**src/hw/rtl/fpd_pkg.sv**
```systemverilog
`timescale 1ns / 1ps

package fpd_pkg;

  localparam int DATA_W        = 16;
  localparam int QUOT_W        = 33;
  localparam int WIDTH_DEF     = 16;
  localparam int FRAC_BITS_DEF = 16;

  typedef struct packed {
    logic signed [DATA_W-1:0] dividend_value;
    logic signed [DATA_W-1:0] divisor_value;
  } fpd_in_t;

  typedef struct packed {
    logic signed [QUOT_W-1:0] quotient_fixed;
    logic                     exact_result;
    logic                     divide_by_zero;
  } fpd_out_t;

  typedef struct packed {
    logic negate;
    logic div_zero;
  } fpd_flags_t;

endpackage

```
**src/hw/rtl/fpd_cell.sv**
```systemverilog
`timescale 1ns / 1ps

module fpd_cell import fpd_pkg::*; #(
  parameter int WIDTH = WIDTH_DEF
) (
  input  logic             clk,
  input  logic             rst_n,
  input  logic             up_valid,
  output logic             up_ready,
  input  fpd_flags_t       up_flags,
  input  logic [WIDTH-1:0] up_rem,
  input  logic [WIDTH-1:0] up_num,
  input  logic [WIDTH-1:0] up_den,
  input  logic [QUOT_W-1:0] up_quo,
  output logic             dn_valid,
  input  logic             dn_ready,
  output fpd_flags_t       dn_flags,
  output logic [WIDTH-1:0] dn_rem,
  output logic [WIDTH-1:0] dn_num,
  output logic [WIDTH-1:0] dn_den,
  output logic [QUOT_W-1:0] dn_quo
);

  logic              valid_r, valid_nxt;
  fpd_flags_t        flags_r;
  logic [WIDTH-1:0]  rem_r, rem_nxt;
  logic [WIDTH-1:0]  num_r, num_nxt;
  logic [WIDTH-1:0]  den_r;
  logic [QUOT_W-1:0] quo_r, quo_nxt;
  logic [WIDTH-1:0]  trial;
  logic              ge;
  logic              load;

  assign up_ready = !valid_r || dn_ready;
  assign load     = up_valid && up_ready;

  // partial remainder stays below the divisor, so its top bit is always clear
  assign trial = {up_rem[WIDTH-2:0], up_num[WIDTH-1]};
  assign ge    = (trial >= up_den);

  always_comb begin
    rem_nxt   = ge ? (trial - up_den) : trial;
    num_nxt   = {up_num[WIDTH-2:0], 1'b0};
    quo_nxt   = {up_quo[QUOT_W-2:0], ge};
    valid_nxt = valid_r;
    if (up_ready) begin
      valid_nxt = up_valid;
    end
  end

  always_ff @(posedge clk) begin
    if (!rst_n) begin
      valid_r <= 1'b0;
    end else begin
      valid_r <= valid_nxt;
    end
  end

  always_ff @(posedge clk) begin
    if (load) begin
      flags_r <= up_flags;
      rem_r   <= rem_nxt;
      num_r   <= num_nxt;
      den_r   <= up_den;
      quo_r   <= quo_nxt;
    end
  end

  assign dn_valid = valid_r;
  assign dn_flags = flags_r;
  assign dn_rem   = rem_r;
  assign dn_num   = num_r;
  assign dn_den   = den_r;
  assign dn_quo   = quo_r;

endmodule

```
**src/hw/rtl/fpd_out.sv**
```systemverilog
`timescale 1ns / 1ps

module fpd_out import fpd_pkg::*; #(
  parameter int WIDTH = WIDTH_DEF
) (
  input  logic              clk,
  input  logic              rst_n,
  input  logic              up_valid,
  output logic              up_ready,
  input  fpd_flags_t        up_flags,
  input  logic [WIDTH-1:0]  up_rem,
  input  logic [QUOT_W-1:0] up_quo,
  output logic              out_valid,
  input  logic              out_ready,
  output fpd_out_t          out_data
);

  logic     valid_r, valid_nxt;
  fpd_out_t data_r, data_nxt;

  assign up_ready = !valid_r || out_ready;

  always_comb begin
    data_nxt = '0;
    if (up_flags.div_zero) begin
      data_nxt.divide_by_zero = 1'b1;
    end else begin
      data_nxt.quotient_fixed = up_flags.negate ? (QUOT_W'(0) - up_quo) : up_quo;
      data_nxt.exact_result   = (up_rem == '0);
    end
    valid_nxt = valid_r;
    if (up_ready) begin
      valid_nxt = up_valid;
    end
  end

  always_ff @(posedge clk) begin
    if (!rst_n) begin
      valid_r <= 1'b0;
    end else begin
      valid_r <= valid_nxt;
    end
  end

  always_ff @(posedge clk) begin
    if (up_valid && up_ready) begin
      data_r <= data_nxt;
    end
  end

  assign out_valid = valid_r;
  assign out_data  = data_r;

endmodule

```
**src/hw/rtl/signed_fixed_point_divider.sv**
```systemverilog
`timescale 1ns / 1ps

// Signed fixed-point divider. Each item divides two two's complement operands
// (low WIDTH bits of each field) and returns the quotient scaled by 2^FRAC_BITS,
// truncated toward zero, in 33 bits two's complement, plus a zero-remainder flag
// and a divide-by-zero flag (quotient 0 then). The datapath is a row of
// WIDTH + FRAC_BITS restoring-division cells, one quotient bit per cell,
// followed by an output register. One item is accepted every cycle unless a
// stall from the result side reaches the input. Each cell and the output
// register stall independently, so bubbles are filled while the result side
// is held off.

module signed_fixed_point_divider import fpd_pkg::*; #(
  parameter int WIDTH     = WIDTH_DEF,
  parameter int FRAC_BITS = FRAC_BITS_DEF
) (
  input  logic     clk,
  input  logic     rst_n,
  input  logic     in_valid,
  output logic     in_ready,
  input  fpd_in_t  in_data,
  output logic     out_valid,
  input  logic     out_ready,
  output fpd_out_t out_data
);

  localparam int NS = WIDTH + FRAC_BITS;

  logic              v_s   [NS+1];
  logic              rdy_s [NS+1];
  fpd_flags_t        f_s   [NS+1];
  logic [WIDTH-1:0]  rem_s [NS+1];
  logic [WIDTH-1:0]  num_s [NS+1];
  logic [WIDTH-1:0]  den_s [NS+1];
  logic [QUOT_W-1:0] quo_s [NS+1];

  logic signed [WIDTH-1:0] a_w, b_w;
  logic [WIDTH-1:0]        mag_a, mag_b;

  assign a_w   = WIDTH'(in_data.dividend_value);
  assign b_w   = WIDTH'(in_data.divisor_value);
  assign mag_a = a_w[WIDTH-1] ? (WIDTH'(0) - a_w) : a_w;
  assign mag_b = b_w[WIDTH-1] ? (WIDTH'(0) - b_w) : b_w;

  assign v_s[0]            = in_valid;
  assign in_ready          = rdy_s[0];
  assign f_s[0].negate     = a_w[WIDTH-1] ^ b_w[WIDTH-1];
  assign f_s[0].div_zero   = (b_w == '0);
  assign rem_s[0]          = '0;
  assign num_s[0]          = mag_a;
  assign den_s[0]          = mag_b;
  assign quo_s[0]          = '0;

  for (genvar i = 0; i < NS; i++) begin : g_cell
    fpd_cell #(.WIDTH(WIDTH)) u_cell (
      .clk      (clk),
      .rst_n    (rst_n),
      .up_valid (v_s[i]),
      .up_ready (rdy_s[i]),
      .up_flags (f_s[i]),
      .up_rem   (rem_s[i]),
      .up_num   (num_s[i]),
      .up_den   (den_s[i]),
      .up_quo   (quo_s[i]),
      .dn_valid (v_s[i+1]),
      .dn_ready (rdy_s[i+1]),
      .dn_flags (f_s[i+1]),
      .dn_rem   (rem_s[i+1]),
      .dn_num   (num_s[i+1]),
      .dn_den   (den_s[i+1]),
      .dn_quo   (quo_s[i+1])
    );
  end

  fpd_out #(.WIDTH(WIDTH)) u_out (
    .clk       (clk),
    .rst_n     (rst_n),
    .up_valid  (v_s[NS]),
    .up_ready  (rdy_s[NS]),
    .up_flags  (f_s[NS]),
    .up_rem    (rem_s[NS]),
    .up_quo    (quo_s[NS]),
    .out_valid (out_valid),
    .out_ready (out_ready),
    .out_data  (out_data)
  );

endmodule

```
**config.mk**
```make
export PLATFORM = sky130hd
export DESIGN_NAME = signed_fixed_point_divider
export DESIGN_NICKNAME = d
export VERILOG_FILES = /design/src/hw/rtl/fpd_pkg.sv /design/src/hw/rtl/fpd_cell.sv /design/src/hw/rtl/fpd_out.sv /design/src/hw/rtl/signed_fixed_point_divider.sv
export SDC_FILE = /design/constraint.sdc
export NUM_CORES = 2
export LEC_CHECK = 0
export BUFFER_PORTS_ARGS = -buffer_cell sky130_fd_sc_hd__buf_2
export CAP_MARGIN = 10
export CORE_ASPECT_RATIO = 1.25
export CORE_UTILIZATION = 30
export DETAILED_ROUTE_END_ITERATION = 6
export PLACE_DENSITY = 0.46
export SYNTH_ARGS = -nofsm -noshare
export SYNTH_HDL_FRONTEND = slang
export SYNTH_SLANG_ARGS = --single-unit
```
**constraint.sdc**
```tcl
create_clock -name clk -period 10.85 [get_ports clk]
set_input_delay 2.7125 -clock clk [delete_from_list [all_inputs] [get_ports clk]]
set_output_delay 2.7125 -clock clk [all_outputs]
set_load 0.1 [all_outputs]
```
# After elaboration in Yosys (flattened, before gate mapping)
# Cells that the tools add are included.
[word_totals] register_bits=1757 input_bits=36 out_inout_bits=37 word_cells=435
[classes] add_sub_neg=35 magnitude_cmp=32 muxes=36 bitwise_logic=2 reduce_logical=102
[op_table] cell="$ge 16x16->1" n=31
[op_table] cell="$mux 15" n=30
[op_table] cell="$sub 15x15->15" n=30
[op_table] cell="$mux 16" n=3
[op_table] cell="$logic_and 1x1->1" n=33
[op_table] cell="$logic_not 1->1" n=33
[op_table] cell="$logic_or 1x1->1" n=33
[op_table] cell="$sub 1x32->33 const A" n=1
[op_table] cell="$logic_not 16->1" n=2
[op_table] cell="$mux 32" n=1
[op_table] cell="$sub 1x16->16 const A" n=2
[op_table] cell="$ge 1x16->1" n=1
[op_table] cell="$sub 16x16->16" n=1
[op_table] cell="$sub 1x15->15" n=1
[op_table] cell="$mux 1" n=2
[op_table] cell="$reduce_or 2->1" n=1
[op_table] cell="$not 1->1" n=1
[op_table] cell="$xor 1x1->1" n=1

# Logic depth before layout (Yosys ltp)
[logic_depth] depth_word=35 ltp_mapped=14 ltp_nobuf=12

# Modules after synthesis
# A second synthesis with hierarchy kept.
[hier_totals] hier_cells=8214 hier_area_um2=120789.6
[modules_own_cells] mod="fpd_cell (g_cell[10].u_cell ...)" n_inst=14 cells_per_inst=241 area_per_inst_um2=3702.3 seq_area_each_um2=2482.4
[modules_own_cells] mod="fpd_cell (g_cell[27].u_cell ...)" n_inst=7 cells_per_inst=260 area_per_inst_um2=3664.8 seq_area_each_um2=2482.4
[modules_own_cells] mod="fpd_cell (g_cell[0].u_cell ...)" n_inst=5 cells_per_inst=243 area_per_inst_um2=3712.3 seq_area_each_um2=2482.4
[modules_own_cells] mod="fpd_cell (g_cell[4].u_cell ...)" n_inst=5 cells_per_inst=245 area_per_inst_um2=3575.9 seq_area_each_um2=2482.4
[modules_own_cells] mod="fpd_cell (g_cell[9].u_cell)" n_inst=1 cells_per_inst=244 area_per_inst_um2=3713.6 seq_area_each_um2=2482.4
[modules_own_cells] mod="fpd_out" n_inst=1 cells_per_inst=241 area_per_inst_um2=2379.8 seq_area_each_um2=1071.0
[modules_own_cells] mod="signed_fixed_point_divider" n_inst=1 cells_per_inst=95 area_per_inst_um2=769.5 seq_area_each_um2=0.0

# Worst setup path before layout
# OpenSTA, ideal clock, no wires.
[synth_timing] path_kind="input-to-reg" start="input port out_ready" end="register g_cell[24].u_cell.den_r[0], enable pin" setup_time_ps=563 arrival_ps=7904 required_time_ps=10287 path_slack_ps=2383 stages=6 path_buffers=1 cell_sequence="and4b_1 -> and3_1 -> and3_1 -> clkbuf_1 -> and2_1 -> a21boi_0"
[synth_between] elab_chain_cells=10
[synth_rtl] element="from (decl)" line_no="signed_fixed_point_divider.sv:23" source="input logic out_ready,"
[synth_rtl] element="$logic_or 1x1->1" line_no="fpd_out.sv:21" source="assign up_ready = !valid_r || out_ready;"
[synth_rtl] element="$logic_or 1x1->1 (8 in series)" line_no="fpd_cell.sv:34" source="assign up_ready = !valid_r || dn_ready;"
[synth_rtl] element="$logic_and 1x1->1" line_no="fpd_cell.sv:35" source="assign load = up_valid && up_ready;"
[synth_rtl] element="via g_cell[24].u_cell.load" line_no="fpd_cell.sv:32" source="logic load;"
[synth_rtl] element="to (signal assigned)" line_no="fpd_cell.sv:64" source="den_r <= up_den;"
[synth_rtl] element="to (decl)" line_no="fpd_cell.sv:28" source="logic [WIDTH-1:0] den_r;"
# The timed path passes the listed nets, and every way through them passes these cells.
# A chain may end at the register's enable or synchronous reset.

# Worst setup path in the final report
[layout_timing] start="input port out_ready" end="output port in_ready"
[layout_between] elab_chain_cells=33
[layout_rtl] element="$logic_or 1x1->1" line_no="fpd_out.sv:21"
[layout_rtl] element="$logic_or 1x1->1 (32 in series)" line_no="fpd_cell.sv:34"
[layout_rtl] element="to (decl)" line_no="signed_fixed_point_divider.sv:20" source="output logic in_ready,"
# No other way between the ends.

==> results_dict.tcl <==
set metrics [dict create \
    postRouteAntennaNets 0 \
    coreArea_um2 275000 \
    cts_buffer_depth 4 \
    syn_inst 6129 \
    finalCritPeriodShare_pct 76.6 \
    antenna_found_initial 1 \
    grt_remaining_overflow 0 \
    ir_worst_vdd_v 0.000125 \
    h-tree-depth 4 \
    cp.required_ns 8.14 \
    grt_max_degree 65 \
    drv_slew 0 \
    setup_ws_ns 2.54 \
    ys_warn_count 0 \
    arrival_ns 5.60 \
    wirelength_mm 177 \
    setup_viol 0 \
    areaGrowthSynthToFinish_pct 14.2 \
    worstSetupPathType "primary input to output port" \
    die_height_um 590 \
    power.leakage_nw 34.2 \
    portBuffers 72 \
    die_area_um2 279000 \
    relSlewSlack_pct 28.9 \
    drive_above_1_share_pct 12.7 \
    syn_area_um2 83000 \
    cp_top_family "simple AND/OR/NAND/NOR gates" \
    dpl.hpwl_mm 134 \
    drc 0 \
    placed_cells 9882 \
    synth_fp_nets 6697 \
    clock_latency_ns 0.86 \
    rows 215 \
    synth_edf_count 1724 \
    grt_pass1_wl_mm 275 \
    synthArstFlopShare_pct 0 \
    hold_class "register to register" \
    p_per_area_nw_per_um2 151 \
    nets 6957 \
    cts.reportedPaths.clkPinSlew_ns 0.06 \
    endpoint_kind "output port" \
    cap_viol_max_count 0 \
    cts-resized-gates 0 \
    gr-usage-all-layers_pct 12.6 \
    numCtsBuffers 194 \
    synth_cell_types 80 \
    slowest_delay_ns 0.47 \
    ys_seq_area_share_pct 63.2 \
    fin_tns_setup_ns 0 \
    status "finished, final reports clean" \
    synth_area_per_cell_um2 13.5 \
    critical_path_buf_inv_count 4 \
    tightestPinTransition_ns 1.07 \
    skew_ns 0.0713 \
    ios 73 \
    rsz0062_at_grt "false" \
    worstPathMaxFanout 7 \
    fin_cells 10227 \
    hold_slack_ns 0.361 \
    cp_slowest_cell "and4b_1" \
    drtIter0Drc 2350 \
    die_w_um 472 \
    fin_util_pct 34.5 \
    avgRoutedWirePerCell_um 17.3 \
    ys_ff_latch 1757 \
    finalHoldViolations 0 \
    grt_pass1_vias 48070 \
    gp_congestion 0.836 \
    cts_sinks 1757 \
    initial_utilization_pct 30.2 \
    drtPass1Iterations 5 \
    fmax_ghz 0.120 \
    postCtsHoldBufs 0 \
    period_needed_ns 8.31 \
    cts_tree "yes" \
    path_cells "buf_2 > and4b_1 > nand4_1 > nor4_2 > buf_4 > nand4_1 > nor4_2 > buf_4 > nand2_1 > buf_2" \
    ys.flop_type "edfxtp_1" \
    cts_setup_buffers 0 \
    worstSetupStartpointType "primary input" \
    viasPerCell 4.57 \
    vias 46723 \
    clock_tree.root_cell "clkbuf_16" \
    pre_cts_ws_ns 2.62 \
]
-- cells by family after synthesis --
logic type	share of synthesized area, %
simple gates	6.94
buf+inv	3.23
mux	5.12
fa+ha+maj	8.31
xor+xnor	3.70
compound gates	9.51
flops	63.2
-- sequential cells by signal (all words and copies together) (netlist names) --
name                    count
g_cell.u_cell.dn_valid     32
g_cell.u_cell.dn_num      120
u_out.out_data             35
g_cell.u_cell.dn_quo      528
u_out.out_valid             1
g_cell.u_cell.dn_flags     64
g_cell.u_cell.dn_rem      481
g_cell.u_cell.dn_den      496
-- report_power, final --
group	total [mW]	internal, mW	leakage, nW	switching, mW
logic	0.240	0.0983	15.3	0.141
registers	7.43	7.40	15.8	0.0260
clock network	6.64	4.00	3.10	2.64
total	14.3	11.5	34.2	2.81
-- final timing paths --
path	from	endpoint	slack, ns	depth (start not counted)
setup / recovery	out_ready	in_ready	2.54	10
hold reg to reg	g_cell[26].u_cell.dn_quo[24]$_DFFE_PP_	g_cell[27].u_cell.dn_quo[25]$_DFFE_PP_	0.36	0
hold / removal	g_cell[26].u_cell.dn_quo[24]$_DFFE_PP_	g_cell[27].u_cell.dn_quo[25]$_DFFE_PP_	0.36	0
setup reg to reg	g_cell[17].u_cell.dn_den[0]$_DFFE_PP_	g_cell[18].u_cell.dn_rem[6]$_DFFE_PP_	7.16	9
-- cell usage after synthesis (39+ instances only) --
| cell type | count | area [um2] |
|---|---|---|
| ha_1 | 501 | 6270 |
| inv_1 | 637 | 2390 |
| clkbuf_1 | 41 | 154 |
| a31oi_1 | 57 | 357 |
| a21o_1 | 56 | 420 |
| nor3_1 | 55 | 275 |
| a21oi_1 | 326 | 1630 |
| mux2i_1 | 45 | 450 |
| nor2b_1 | 118 | 738 |
| nand3_1 | 70 | 350 |
| edfxtp_1 | 1724 | 51800 |
| nand2_1 | 259 | 972 |
| nand2b_1 | 52 | 325 |
| o31a_1 | 51 | 447 |
| nand4_1 | 79 | 494 |
| mux2_2 | 336 | 3780 |
| nor2_1 | 376 | 1410 |
| o21ai_0 | 296 | 1480 |
| xnor2_1 | 234 | 2050 |
| xor2_1 | 116 | 1020 |
| o31ai_1 | 40 | 300 |
| and2_1 | 39 | 244 |
| o21a_1 | 188 | 1410 |
-- per-stage QoR --
stage               area (um2)  power, mW
global route             94700       14.8
floorplan                83000       7.73
detailed placement       88300       7.81
CTS                      94700       14.5
global placement         88300       7.81
finish                   94700       14.3
-- worst reg2reg max path, stage by stage, from the launching register on --
cell and delay (ns):
edfxtp_1 0.51, fa_1 0.51, nor2b_1 0.19, o31a_1 0.21, o211ai_1 0.15, o22ai_1 0.24
o41ai_1 0.16, a21oi_1 0.73, buf_4 0.35, mux2_2 0.38
-- layout make-up --
cell class              count  area, um2
fillers                 26692     180000
flip-flops and latches   1757      52400
multi-input cells        3674      28100
clock buffers             237       5100
well taps                3689       4620
inverters                 637       2390
clock inverters           106       1290
repair buffers            125        758
diodes                      2       5.00
-- cells in the final DEF (no fill, tap or decap), types with 19 or more instances in the layout --
master and count:
clkinv_1 28, nand3_1 70, dfxtp_1 33, fa_1 31
a21oi_1 324, clkinv_2 30, nor4_1 31, a21o_1 56
o21a_1 188, a21boi_0 22, o41ai_1 36, ha_1 501
mux2_2 336, or3_1 25, and2_1 37, nand2_1 259
xor2_1 116, nor2b_1 99, o31ai_1 40, buf_4 53
clkbuf_1 36, inv_1 637, o31a_1 51, o211ai_1 24
bufinv_16 28, mux2i_1 45, nor2b_4 19, buf_2 72
nand2b_1 52, o21ai_0 296, edfxtp_1 1724, nor2_1 374
clkbuf_16 195, a31oi_1 55, nor3_1 55, xnor2_1 234
nand4_1 79
-- metal layers --
layer	track usage [%]	share of wire (%)
met5	0	0
met4	4.25	3.2
met3	1.82	2.9
met2	25.3	56
met1	12.9	37
Power figures use the tool's default switching activity.
